**src/sv/bbc_pkg.sv**
```systemverilog
`timescale 1ns / 1ps

package bbc_pkg;

   localparam int ENTRIES = 32;
   localparam int BUCKETS = 13;

   localparam int OP_W = 2;
   localparam int DEV_W = 16;
   localparam int BLK_W = 32;
   localparam int SLOT_W = 5;
   localparam int TICK_W = 32;
   localparam int STATUS_W = 2;
   localparam int REF_W = 8;

   localparam int IDX_W = $clog2(ENTRIES);
   localparam int BKT_W = (BUCKETS > 1) ? $clog2(BUCKETS) : 1;
   localparam int MOD_DIGIT_W = 4;
   localparam int MOD_STEPS = BLK_W / MOD_DIGIT_W;
   localparam int NIB_W = $clog2(MOD_STEPS);

   localparam logic [REF_W-1:0] REF_MAX = '1;

   typedef enum logic [OP_W-1:0] {
      OP_GET,
      OP_RELEASE,
      OP_PIN,
      OP_UNPIN
   } op_type;

   typedef enum logic [STATUS_W-1:0] {
      ST_OK,
      ST_NO_BUFFER,
      ST_UNDERFLOW
   } status_type;

   typedef struct packed {
      logic [DEV_W-1:0] device;
      logic [BLK_W-1:0] block;
      logic [BKT_W-1:0] bucket;
   } tag_word_type;

   typedef struct packed {
      logic [REF_W-1:0]  refs;
      logic [TICK_W-1:0] tick;
      logic              valid;
   } use_word_type;

   typedef struct packed {
      logic req_ready;
      logic mod_step;
      logic scan_step;
      logic get_commit;
      logic slot_read;
      logic slot_commit;
      logic push;
   } bbc_cmd_type;

   typedef struct packed {
      logic req_valid;
      logic req_get;
      logic mod_done;
      logic scan_last;
      logic rsp_free;
   } bbc_stat_type;

   function automatic logic [BKT_W-1:0] mod_step(input logic [BKT_W-1:0] rem,
                                                 input logic [MOD_DIGIT_W-1:0] digit);
      logic [BKT_W+MOD_DIGIT_W-1:0] acc;
      acc = {rem, digit};
      for (int k = MOD_DIGIT_W - 1; k >= 0; k--) begin
         if (acc >= (BKT_W+MOD_DIGIT_W)'(BUCKETS << k)) begin
            acc = acc - (BKT_W+MOD_DIGIT_W)'(BUCKETS << k);
         end
      end
      return acc[BKT_W-1:0];
   endfunction

   function automatic logic in_window(input logic [BKT_W-1:0] home,
                                      input logic [BKT_W-1:0] bkt);
      logic [BKT_W:0] gap;
      gap = {1'b0, bkt} + (BKT_W+1)'(BUCKETS) - {1'b0, home};
      if (gap >= (BKT_W+1)'(BUCKETS)) begin
         gap = gap - (BKT_W+1)'(BUCKETS);
      end
      return gap <= (BKT_W+1)'(BUCKETS / 2);
   endfunction

   function automatic logic [REF_W-1:0] sat_inc(input logic [REF_W-1:0] refs);
      return (refs == REF_MAX) ? refs : refs + 1'b1;
   endfunction

endpackage

```
**src/sv/bbc_req_if.sv**
```systemverilog
`timescale 1ns / 1ps

interface bbc_req_if import bbc_pkg::*; ();

   logic              valid;
   logic              ready;
   logic [OP_W-1:0]   operation;
   logic [DEV_W-1:0]  device;
   logic [BLK_W-1:0]  block_number;
   logic [SLOT_W-1:0] slot;
   logic [TICK_W-1:0] now_tick;

   modport source (output valid, output operation, output device, output block_number,
                   output slot, output now_tick, input ready);
   modport sink (input valid, input operation, input device, input block_number,
                 input slot, input now_tick, output ready);

endinterface

```
**src/sv/bbc_rsp_if.sv**
```systemverilog
`timescale 1ns / 1ps

interface bbc_rsp_if import bbc_pkg::*; ();

   logic                valid;
   logic                ready;
   logic [STATUS_W-1:0] status;
   logic                hit;
   logic [SLOT_W-1:0]   granted_slot;
   logic                needs_read;
   logic [REF_W-1:0]    ref_count;

   modport source (output valid, output status, output hit, output granted_slot,
                   output needs_read, output ref_count, input ready);
   modport sink (input valid, input status, input hit, input granted_slot,
                 input needs_read, input ref_count, output ready);

endinterface

```
**src/sv/bbc_ram.sv**
```systemverilog
`timescale 1ns / 1ps

module bbc_ram #(
   parameter int WIDTH = 8,
   parameter int DEPTH = 32,
   localparam int ADDR_W = (DEPTH > 1) ? $clog2(DEPTH) : 1
) (
   input  logic              clock,
   input  logic              wr_en,
   input  logic [ADDR_W-1:0] wr_addr,
   input  logic [WIDTH-1:0]  wr_data,
   input  logic              rd_en,
   input  logic [ADDR_W-1:0] rd_addr,
   output logic [WIDTH-1:0]  rd_data
);

   logic [WIDTH-1:0] mem_ff [DEPTH];
   logic [WIDTH-1:0] rd_data_ff;

   always_ff @(posedge clock) begin
      if (wr_en) begin
         mem_ff[wr_addr] <= wr_data;
      end
      if (rd_en) begin
         rd_data_ff <= mem_ff[rd_addr];
      end
   end

   assign rd_data = rd_data_ff;

endmodule

```
**src/sv/bbc_ctrl.sv**
```systemverilog
`timescale 1ns / 1ps

module bbc_ctrl import bbc_pkg::*; (
   input  logic         clock,
   input  logic         reset,
   input  bbc_stat_type stat,
   output bbc_cmd_type  cmd
);

   typedef enum logic [2:0] {
      S_IDLE,
      S_MOD,
      S_SCAN,
      S_DRAIN,
      S_GET_COMMIT,
      S_SLOT_READ,
      S_SLOT_EVAL,
      S_PUSH
   } state_type;

   state_type state_ff;
   state_type state_in;

   always_ff @(posedge clock) begin
      if (reset) begin
         state_ff <= S_IDLE;
      end else begin
         state_ff <= state_in;
      end
   end

   always_comb begin
      state_in = state_ff;
      cmd = '0;
      case (state_ff)
         S_IDLE: begin
            cmd.req_ready = 1'b1;
            if (stat.req_valid) begin
               state_in = stat.req_get ? S_MOD : S_SLOT_READ;
            end
         end
         S_MOD: begin
            cmd.mod_step = 1'b1;
            if (stat.mod_done) begin
               state_in = S_SCAN;
            end
         end
         S_SCAN: begin
            cmd.scan_step = 1'b1;
            if (stat.scan_last) begin
               state_in = S_DRAIN;
            end
         end
         S_DRAIN: begin
            state_in = S_GET_COMMIT;
         end
         S_GET_COMMIT: begin
            cmd.get_commit = 1'b1;
            state_in = S_PUSH;
         end
         S_SLOT_READ: begin
            cmd.slot_read = 1'b1;
            state_in = S_SLOT_EVAL;
         end
         S_SLOT_EVAL: begin
            cmd.slot_commit = 1'b1;
            state_in = S_PUSH;
         end
         S_PUSH: begin
            if (stat.rsp_free) begin
               cmd.push = 1'b1;
               state_in = S_IDLE;
            end
         end
         default: begin
            state_in = S_IDLE;
         end
      endcase
   end

   assert property (@(posedge clock) disable iff (reset)
      (stat.req_valid && cmd.req_ready) |=> !cmd.req_ready)
      else $error("second transfer accepted while an item is in progress");

   assert property (@(posedge clock) disable iff (reset)
      $onehot0({cmd.mod_step, cmd.scan_step, cmd.get_commit, cmd.slot_read,
                cmd.slot_commit, cmd.push}))
      else $error("more than one datapath command at once");

   assert property (@(posedge clock) disable iff (reset)
      (state_ff == S_SCAN) |-> stat.mod_done)
      else $error("scan running before the bucket remainder is complete");

endmodule

```
**src/sv/bbc_datapath.sv**
```systemverilog
`timescale 1ns / 1ps

module bbc_datapath import bbc_pkg::*; (
   input  logic         clock,
   input  logic         reset,
   input  bbc_cmd_type  cmd,
   output bbc_stat_type stat,
   bbc_req_if.sink      req_chan,
   bbc_rsp_if.source    rsp_chan
);

   logic accept;

   op_type            op_ff;
   logic [DEV_W-1:0]  dev_ff;
   logic [BLK_W-1:0]  blk_ff;
   logic [SLOT_W-1:0] slot_ff;
   logic [TICK_W-1:0] now_ff;

   logic [BLK_W-1:0] shift_ff;
   logic [BKT_W-1:0] home_ff;
   logic [NIB_W-1:0] nib_ff;

   logic [IDX_W-1:0] addr_ff;
   logic [BKT_W-1:0] bkt_ff;
   logic             pend_ff;
   logic [IDX_W-1:0] pend_idx_ff;
   logic [BKT_W-1:0] pend_bkt_ff;

   logic [ENTRIES-1:0] tag_wr_ff;
   logic [ENTRIES-1:0] use_wr_ff;
   logic               tag_ok_ff;
   logic               use_ok_ff;

   logic             rd_en;
   logic [IDX_W-1:0] rd_addr;
   logic [IDX_W-1:0] slot_idx;
   tag_word_type     tag_rd;
   use_word_type     use_rd;
   tag_word_type     tag_eff;
   use_word_type     use_eff;

   logic             match;
   logic             elig;
   logic             better;
   logic             hit_found_ff;
   logic [IDX_W-1:0] hit_idx_ff;
   use_word_type     hit_use_ff;
   logic             vic_found_ff;
   logic [IDX_W-1:0] vic_idx_ff;
   logic [TICK_W-1:0] vic_tick_ff;

   logic             slot_ok;
   logic             tag_we;
   logic             use_we;
   logic [IDX_W-1:0] wr_idx;
   tag_word_type     tag_wd;
   use_word_type     use_wd;

   status_type        res_status_in;
   logic              res_hit_in;
   logic [SLOT_W-1:0] res_slot_in;
   logic              res_nr_in;
   logic [REF_W-1:0]  res_refs_in;
   status_type        res_status_ff;
   logic              res_hit_ff;
   logic [SLOT_W-1:0] res_slot_ff;
   logic              res_nr_ff;
   logic [REF_W-1:0]  res_refs_ff;

   logic              rsp_valid_ff;
   status_type        rsp_status_ff;
   logic              rsp_hit_ff;
   logic [SLOT_W-1:0] rsp_slot_ff;
   logic              rsp_nr_ff;
   logic [REF_W-1:0]  rsp_refs_ff;

   assign req_chan.ready = cmd.req_ready;
   assign accept = req_chan.valid && cmd.req_ready;

   assign slot_idx = IDX_W'(slot_ff);
   assign slot_ok = int'(slot_ff) < ENTRIES;

   assign stat.req_valid = req_chan.valid;
   assign stat.req_get = op_type'(req_chan.operation) == OP_GET;
   assign stat.mod_done = nib_ff == NIB_W'(MOD_STEPS - 1);
   assign stat.scan_last = addr_ff == IDX_W'(ENTRIES - 1);
   assign stat.rsp_free = !rsp_valid_ff || rsp_chan.ready;

   always_ff @(posedge clock) begin
      if (accept) begin
         op_ff <= op_type'(req_chan.operation);
         dev_ff <= req_chan.device;
         blk_ff <= req_chan.block_number;
         slot_ff <= req_chan.slot;
         now_ff <= req_chan.now_tick;
      end
   end

   // block number mod bucket count, one digit per cycle
   always_ff @(posedge clock) begin
      if (accept) begin
         shift_ff <= req_chan.block_number;
         home_ff <= '0;
         nib_ff <= '0;
      end else if (cmd.mod_step) begin
         home_ff <= mod_step(home_ff, shift_ff[BLK_W-1 -: MOD_DIGIT_W]);
         shift_ff <= shift_ff << MOD_DIGIT_W;
         if (nib_ff != NIB_W'(MOD_STEPS - 1)) begin
            nib_ff <= nib_ff + 1'b1;
         end
      end
   end

   always_ff @(posedge clock) begin
      if (accept) begin
         addr_ff <= '0;
         bkt_ff <= '0;
      end else if (cmd.scan_step) begin
         addr_ff <= addr_ff + 1'b1;
         bkt_ff <= (bkt_ff == BKT_W'(BUCKETS - 1)) ? '0 : bkt_ff + 1'b1;
      end
   end

   always_ff @(posedge clock) begin
      pend_idx_ff <= addr_ff;
      pend_bkt_ff <= bkt_ff;
   end

   assign rd_en = cmd.scan_step || cmd.slot_read;
   assign rd_addr = cmd.scan_step ? addr_ff : slot_idx;

   always_ff @(posedge clock) begin
      if (reset) begin
         pend_ff <= 1'b0;
         tag_wr_ff <= '0;
         use_wr_ff <= '0;
      end else begin
         pend_ff <= cmd.scan_step;
         if (tag_we) begin
            tag_wr_ff[wr_idx] <= 1'b1;
         end
         if (use_we) begin
            use_wr_ff[wr_idx] <= 1'b1;
         end
      end
   end

   always_ff @(posedge clock) begin
      if (rd_en) begin
         tag_ok_ff <= tag_wr_ff[rd_addr];
         use_ok_ff <= use_wr_ff[rd_addr];
      end
   end

   bbc_ram #(
      .WIDTH($bits(tag_word_type)),
      .DEPTH(ENTRIES)
   ) u_tag_ram (
      .clock   (clock),
      .wr_en   (tag_we),
      .wr_addr (wr_idx),
      .wr_data (tag_wd),
      .rd_en   (rd_en),
      .rd_addr (rd_addr),
      .rd_data (tag_rd)
   );

   bbc_ram #(
      .WIDTH($bits(use_word_type)),
      .DEPTH(ENTRIES)
   ) u_use_ram (
      .clock   (clock),
      .wr_en   (use_we),
      .wr_addr (wr_idx),
      .wr_data (use_wd),
      .rd_en   (rd_en),
      .rd_addr (rd_addr),
      .rd_data (use_rd)
   );

   // unwritten entries read as their reset contents
   always_comb begin
      tag_eff = tag_rd;
      if (!tag_ok_ff) begin
         tag_eff = '0;
         tag_eff.bucket = pend_bkt_ff;
      end
      use_eff = use_ok_ff ? use_rd : '0;
   end

   assign match = (tag_eff.bucket == home_ff) && (tag_eff.device == dev_ff)
                  && (tag_eff.block == blk_ff);
   assign elig = (use_eff.refs == '0) && in_window(home_ff, tag_eff.bucket);
   assign better = !vic_found_ff || (use_eff.tick < vic_tick_ff);

   always_ff @(posedge clock) begin
      if (reset) begin
         hit_found_ff <= 1'b0;
         vic_found_ff <= 1'b0;
      end else if (accept) begin
         hit_found_ff <= 1'b0;
         vic_found_ff <= 1'b0;
      end else if (pend_ff) begin
         if (match) begin
            hit_found_ff <= 1'b1;
         end
         if (elig) begin
            vic_found_ff <= 1'b1;
         end
      end
   end

   always_ff @(posedge clock) begin
      if (pend_ff) begin
         if (match && !hit_found_ff) begin
            hit_idx_ff <= pend_idx_ff;
            hit_use_ff <= use_eff;
         end
         if (elig && better) begin
            vic_idx_ff <= pend_idx_ff;
            vic_tick_ff <= use_eff.tick;
         end
      end
   end

   always_comb begin
      tag_we = 1'b0;
      use_we = 1'b0;
      wr_idx = slot_idx;
      tag_wd = '{device: dev_ff, block: blk_ff, bucket: home_ff};
      use_wd = use_eff;
      res_status_in = ST_OK;
      res_hit_in = 1'b0;
      res_slot_in = slot_ff;
      res_nr_in = 1'b0;
      res_refs_in = '0;
      if (cmd.get_commit) begin
         if (hit_found_ff) begin
            use_we = 1'b1;
            wr_idx = hit_idx_ff;
            use_wd = hit_use_ff;
            use_wd.refs = sat_inc(hit_use_ff.refs);
            use_wd.valid = 1'b1;
            res_hit_in = 1'b1;
            res_slot_in = SLOT_W'(hit_idx_ff);
            res_nr_in = !hit_use_ff.valid;
            res_refs_in = use_wd.refs;
         end else if (vic_found_ff) begin
            tag_we = 1'b1;
            use_we = 1'b1;
            wr_idx = vic_idx_ff;
            use_wd = '{refs: REF_W'(1), tick: vic_tick_ff, valid: 1'b1};
            res_slot_in = SLOT_W'(vic_idx_ff);
            res_nr_in = 1'b1;
            res_refs_in = REF_W'(1);
         end else begin
            res_status_in = ST_NO_BUFFER;
            res_slot_in = '0;
         end
      end else if (cmd.slot_commit && slot_ok) begin
         if (op_ff == OP_PIN) begin
            use_we = 1'b1;
            use_wd.refs = sat_inc(use_eff.refs);
            res_refs_in = use_wd.refs;
         end else if (use_eff.refs == '0) begin
            res_status_in = ST_UNDERFLOW;
         end else begin
            use_we = 1'b1;
            use_wd.refs = use_eff.refs - 1'b1;
            if (op_ff == OP_RELEASE && use_wd.refs == '0) begin
               use_wd.tick = now_ff;
            end
            res_refs_in = use_wd.refs;
         end
      end
   end

   always_ff @(posedge clock) begin
      if (cmd.get_commit || cmd.slot_commit) begin
         res_status_ff <= res_status_in;
         res_hit_ff <= res_hit_in;
         res_slot_ff <= res_slot_in;
         res_nr_ff <= res_nr_in;
         res_refs_ff <= res_refs_in;
      end
   end

   always_ff @(posedge clock) begin
      if (reset) begin
         rsp_valid_ff <= 1'b0;
      end else if (cmd.push) begin
         rsp_valid_ff <= 1'b1;
      end else if (rsp_chan.ready) begin
         rsp_valid_ff <= 1'b0;
      end
   end

   always_ff @(posedge clock) begin
      if (cmd.push) begin
         rsp_status_ff <= res_status_ff;
         rsp_hit_ff <= res_hit_ff;
         rsp_slot_ff <= res_slot_ff;
         rsp_nr_ff <= res_nr_ff;
         rsp_refs_ff <= res_refs_ff;
      end
   end

   assign rsp_chan.valid = rsp_valid_ff;
   assign rsp_chan.status = rsp_status_ff;
   assign rsp_chan.hit = rsp_hit_ff;
   assign rsp_chan.granted_slot = rsp_slot_ff;
   assign rsp_chan.needs_read = rsp_nr_ff;
   assign rsp_chan.ref_count = rsp_refs_ff;

   assert property (@(posedge clock) disable iff (reset)
      (tag_wr_ff & ~use_wr_ff) == '0)
      else $error("entry tag written without its count word");

   assert property (@(posedge clock) disable iff (reset)
      (rsp_valid_ff && rsp_status_ff == ST_NO_BUFFER) |->
         (!rsp_hit_ff && !rsp_nr_ff && rsp_slot_ff == '0 && rsp_refs_ff == '0))
      else $error("miss without victim carries nonzero fields");

   assert property (@(posedge clock) disable iff (reset)
      (rsp_valid_ff && rsp_hit_ff) |-> (rsp_status_ff == ST_OK && rsp_refs_ff != '0))
      else $error("hit result with bad status or zero count");

endmodule

```
**src/sv/block_buffer_cache_directory.sv**
```systemverilog
// Directory of a disk block buffer cache with 32 entries, each holding device, block number,
// reference count, last-release tick and a valid mark, grouped in 13 buckets by block number.
// A get first reduces the block number mod 13 one hex digit per cycle, then reads the
// directory RAMs one entry per cycle to find the lowest matching entry and the least
// recently released free entry in the 7 forward buckets, drains the last read, then
// updates the entry and posts the result. Release, pin and unpin read and update the
// addressed entry. The next request is taken only once the previous one has posted its
// result; it is taken while that result still waits in the output register, and a
// result is posted only once that register is free. Directory contents are valid
// right after reset; no clearing pass is needed.
`timescale 1ns / 1ps

module block_buffer_cache_directory import bbc_pkg::*; (
   input logic       clock,
   input logic       reset,
   bbc_req_if.sink   req_chan,
   bbc_rsp_if.source rsp_chan
);

   bbc_cmd_type  cmd;
   bbc_stat_type stat;

   bbc_ctrl u_ctrl (
      .clock (clock),
      .reset (reset),
      .stat  (stat),
      .cmd   (cmd)
   );

   bbc_datapath u_datapath (
      .clock    (clock),
      .reset    (reset),
      .cmd      (cmd),
      .stat     (stat),
      .req_chan (req_chan),
      .rsp_chan (rsp_chan)
   );

endmodule
```
**src/flat_wrapper.sv**
```systemverilog
// flat-port wrapper written by rule: the top's interface ports become plain ports
module block_buffer_cache_directory_flat import bbc_pkg::*;
  (clock, reset, req_chan_valid, req_chan_operation, req_chan_device, req_chan_block_number, req_chan_slot, req_chan_now_tick, req_chan_ready, rsp_chan_valid, rsp_chan_status, rsp_chan_hit, rsp_chan_granted_slot, rsp_chan_needs_read, rsp_chan_ref_count, rsp_chan_ready);
  bbc_req_if req_chan_i ();
  bbc_rsp_if rsp_chan_i ();
  input logic clock;
  input logic reset;
  input wire logic [$bits(req_chan_i.valid)-1:0] req_chan_valid;
  input wire logic [$bits(req_chan_i.operation)-1:0] req_chan_operation;
  input wire logic [$bits(req_chan_i.device)-1:0] req_chan_device;
  input wire logic [$bits(req_chan_i.block_number)-1:0] req_chan_block_number;
  input wire logic [$bits(req_chan_i.slot)-1:0] req_chan_slot;
  input wire logic [$bits(req_chan_i.now_tick)-1:0] req_chan_now_tick;
  output wire logic [$bits(req_chan_i.ready)-1:0] req_chan_ready;
  output wire logic [$bits(rsp_chan_i.valid)-1:0] rsp_chan_valid;
  output wire logic [$bits(rsp_chan_i.status)-1:0] rsp_chan_status;
  output wire logic [$bits(rsp_chan_i.hit)-1:0] rsp_chan_hit;
  output wire logic [$bits(rsp_chan_i.granted_slot)-1:0] rsp_chan_granted_slot;
  output wire logic [$bits(rsp_chan_i.needs_read)-1:0] rsp_chan_needs_read;
  output wire logic [$bits(rsp_chan_i.ref_count)-1:0] rsp_chan_ref_count;
  input wire logic [$bits(rsp_chan_i.ready)-1:0] rsp_chan_ready;
  assign req_chan_i.valid = req_chan_valid;
  assign req_chan_i.operation = req_chan_operation;
  assign req_chan_i.device = req_chan_device;
  assign req_chan_i.block_number = req_chan_block_number;
  assign req_chan_i.slot = req_chan_slot;
  assign req_chan_i.now_tick = req_chan_now_tick;
  assign req_chan_ready = req_chan_i.ready;
  assign rsp_chan_valid = rsp_chan_i.valid;
  assign rsp_chan_status = rsp_chan_i.status;
  assign rsp_chan_hit = rsp_chan_i.hit;
  assign rsp_chan_granted_slot = rsp_chan_i.granted_slot;
  assign rsp_chan_needs_read = rsp_chan_i.needs_read;
  assign rsp_chan_ref_count = rsp_chan_i.ref_count;
  assign rsp_chan_i.ready = rsp_chan_ready;
  block_buffer_cache_directory u_core (.clock(clock), .reset(reset), .req_chan(req_chan_i), .rsp_chan(rsp_chan_i));
endmodule
```
**config.mk**
```make
export PLATFORM = sky130hd
export DESIGN_NAME = block_buffer_cache_directory_flat
export DESIGN_NICKNAME = d
export VERILOG_FILES = /design/src/sv/bbc_pkg.sv /design/src/sv/bbc_req_if.sv /design/src/sv/bbc_rsp_if.sv /design/src/sv/bbc_ram.sv /design/src/sv/bbc_ctrl.sv /design/src/sv/bbc_datapath.sv /design/src/sv/block_buffer_cache_directory.sv /design/src/flat_wrapper.sv
export SDC_FILE = /design/constraint.sdc
export NUM_CORES = 2
export LEC_CHECK = 0
export ABC_AREA = 1
export BUFFER_PORTS_ARGS = -buffer_cell sky130_fd_sc_hd__buf_4
export CORE_ASPECT_RATIO = 1.2
export CORE_MARGIN = 2
export CORE_UTILIZATION = 40
export CTS_CLUSTER_SIZE = 10
export DETAILED_ROUTE_END_ITERATION = 16
export SYNTH_ARGS = -nofsm -noshare
export SYNTH_HDL_FRONTEND = slang
export SYNTH_SLANG_ARGS = --single-unit
```
**constraint.sdc**
```tcl
create_clock -name clock -period 6.15 [get_ports clock]
set_clock_uncertainty 0.05 [all_clocks]
set_input_delay 0.3075 -clock clock [delete_from_list [all_inputs] [get_ports clock]]
set_output_delay 0.3075 -clock clock [all_outputs]
set_load 0.01 [all_outputs]
```
==> impl_results.md <==
- Result of the run: complete, but fails checks
- Failing checks: max-capacitance violations
- DR vias/cell: 5.89
- Distinct cell type count after synthesis: 59
- Row count: 233
- CTS Buffer Depth: 4
- Routability cong.: 0.856
- Postcts setup bufs: 0
- CP Capture Type: flop
- Die height: 639 microns
- Tot Pwr: 73.3 mW
- Drt wl/cell: 27.1 microns
- Top post-synthesis cells by area: edfxtp_1 74%, nor2_1 5.8%, o21ai_0 5.3%
- Detail Route Antenna Nets: 0
- Hold buffer count at CTS: 124
- Clock latency on the worst-skew pair: 970 ps
- Placeable Area: 335000 sq um
- Crit path buf inv count: 4
- H-tree lvl count: 5
- Die Wd: 533 microns
- Final Critical Period: 4790 ps
- Syn Inst Count: 10400
- WL final: 412000 microns
- Slowest CP cell: inv_16
- # DRC: 0
- Proportion of layout cells with a drive suffix above 1: 0.0857
- Netlist Area Pre-Place: 135000 sq um
- Pleak: 49.9 nW
- Cell family with most CP delay: buffers and inverters
- # IOs: 110
- Slew Limit Fails: 0
- Total iterations of the first detailed-routing run: 6
- Hold Path Class: primary input to flop
- Cell depth of the worst setup path: 13
- Clock sink count: 3403
- Non-Filler Instances: 15200
- Layout area overhead: 14.2%
- CP Max Fanout: 170
- Initial core utilization: 0.401
- Final core occ: 0.458
- Gr ovfl total: 0
- Hold Path Cell Cnt: 2
- Tcrit/Tclk final: 0.779
- PortBufs: 109
- HPWL after DPL: 211000 microns
- Hold Violations, Final: 0
- Syn_nets: 10500
- Slew @ Worst Pin: 1470 ps
- Crit-path max cell delay: 850 ps
- R2R Path Start: u_core.u_ctrl.state_ff[1]
- Initial DRC count: 12000
- Final setup fails: 0
- Slew margin rel.: 0.0104
- Crit path required time: 6720 ps
- CTS clk-pin slew, worst paths: 60 ps
- Pwr Density: 477 nW/um^2
- Total number of vias: 89600
- Minimum hold slack: 39.5 ps
- Hold_sp: req_chan_block_number[6]
- Ys flop type: edfxtp_1
- FF+latch count, synth: 3403
- Die Area: 341000 sq um
- CP Launch Type: flop
- Post-synth EDFFs: 3307
- R2r setup slk: 1360 ps
- Worst Setup SP: u_core.u_ctrl.state_ff[1]
- Setup tns final: 0 ps
- NumNets Final: 10700
- Peak supply drop: 483 uV
- Kind of critical path: flop to flop
- Area share of the largest cell type after synthesis: 0.738
- Max frequency: 209 MHz
- Register area share after synthesis: 0.752
- Worst path cell trace: inv_2 -> nor3_4 -> inv_2 -> nand2_1 -> nand2_8 -> inv_16 -> buf_12 -> o21ai_0 -> o22ai_1 -> o21ai_1 -> o22ai_1 -> nor2_1 -> a31oi_1
- CTS buffer count: 384
- Initial antenna violation count: 5
- Async set-or-reset flop fraction in the synthesized netlist: 0
- Max Cap Viol: 1
- CTS tree: done
- Placed insts: 14600
- Post-cts sizing count: 0
- Cell taking the most area after synthesis: edfxtp_1
- RSZ-0062 raised after global routing: no
- Vias in the first global route: 87000
- All-layer global routing usage: 0.234
- First-pass GRT wire length: 594000 microns
- CP arrival: 5360 ps
- Root Driver: clkbuf_16
- Worst Reg-to-Reg Cells: 13
- Syn_area_per_cell: 12.9 sq um
- Synth warnings: 0
- Pin count of the biggest net entering global routing: 171
cells in the mapped netlist (all sizes together), types with 2 or more instances:
library cell  number
edfxtp          3307
nor2            2090
o21ai           1917
o22ai            871
nand2            642
clkbuf           399
buf              303
inv              225
dfxtp             96
nand3             93
a21oi             92
o221ai            59
ha                55
o21a              42
xnor2             42
o211ai            36
a221oi            26
a31oi             20
nor3              18
xor2              15
nor4              11
nand4              9
a211oi             6
or2                4
a22oi              3
clkinv             3
mux2i              3
o21bai             2
o31ai              2
sequential cells by signal, summed over array words and instances (netlist names), 8 cells and up:
name,cells
u_core.u_datapath.shift_ff,32
u_core.u_datapath.res_refs_ff,8
u_core.u_datapath.tag_wr_ff,32
u_core.u_datapath.u_use_ram.rd_data,41
u_core.u_datapath.use_wr_ff,32
u_core.u_datapath.u_use_ram.mem_ff,1312
u_core.u_datapath.hit_use_ff,41
u_core.u_datapath.now_ff,32
u_core.u_datapath.u_tag_ram.mem_ff,1664
u_core.u_datapath.rsp_chan.ref_count,8
u_core.u_datapath.dev_ff,16
u_core.u_datapath.vic_tick_ff,32
u_core.u_datapath.blk_ff,32
u_core.u_datapath.u_tag_ram.rd_data,52
power breakdown:
part	switching (mW)	total [mW]	internal, mW
Sequential	0.831	29.8	29.0
Combinational	17.0	23.1	6.11
Clock	8.83	20.3	11.5
Total	26.7	73.3	46.6
logic make-up (layout without fill, tap and decap cells):
family / after synthesis / in the layout / synth area share
buffers and inverters: 930 / 1265 / 0.0290
other: 0 / 2 / 0
XOR/XNOR: 57 / 57 / 0.00371
adder cells (fa/ha/maj): 56 / 56 / 0.00526
flip-flops: 3403 / 3403 / 0.752
AND/OR/NAND/NOR: 2869 / 2869 / 0.0821
multiplexers: 3 / 3 / 0.000223
AO/OA/AOI/OAI: 3084 / 3084 / 0.127
final timing paths:
check,end
worst min-delay path,u_core.u_datapath.blk_ff[6]
worst max register to register,u_core.u_datapath.u_use_ram.rd_data[34]
worst min register to register,u_core.u_datapath.pend_bkt_ff[3]
worst max-delay path,u_core.u_datapath.u_use_ram.rd_data[34]
layout by cell type (no fill, tap or decap), types with 6 or more instances in the layout:
cell type / instances
buf_4: 305
nor4_1: 9
a31oi_1: 20
clkinv_8: 10
dlygate4sd3_1: 124
nor2_4: 70
nand4_1: 9
nor3_1: 16
a211oi_1: 6
nand3_1: 90
o221ai_1: 59
o21a_1: 42
edfxtp_1: 3307
o22ai_1: 871
clkinv_1: 6
a221oi_1: 26
clkbuf_1: 100
xnor2_1: 42
nor2_1: 2019
dfxtp_1: 96
o21ai_1: 504
o211ai_1: 36
buf_12: 85
o21ai_0: 1409
inv_1: 212
xor2_1: 15
inv_2: 8
a21oi_1: 88
inv_16: 8
clkbuf_16: 387
nand2_1: 635
ha_1: 55
per-layer routing:
| layer | routed length, microns | GRT usage |
|---|---|---|
| met4 | 16700 | 0.0921 |
| met3 | 35300 | 0.0325 |
| met5 | 13 | 0 |
| met2 | 197000 | 0.386 |
| met1 | 163000 | 0.313 |
layout make-up:
cell class	count	area (sq um)
antenna	2	5.00
clock buffer	491	10100
clock inverter	32	531
fill	29500	182000
inverter	228	905
multi-input combinational	6069	30000
sequential	3403	101000
tap	4465	5590
timing repair buffer	514	5230
per-stage QoR:
| stage | setup slack (ps) | cell area (sq um) |
|---|---|---|
| 5_1_grt | 1160 | 154000 |
| 3_5_place_dp | 1430 | 142000 |
| 2_1_floorplan | 806 | 135000 |
| 3_3_place_gp | 1410 | 142000 |
| 6_report | 1360 | 154000 |
| 4_1_cts | 1430 | 154000 |
Note: power is estimated with default switching activity, not from simulation.
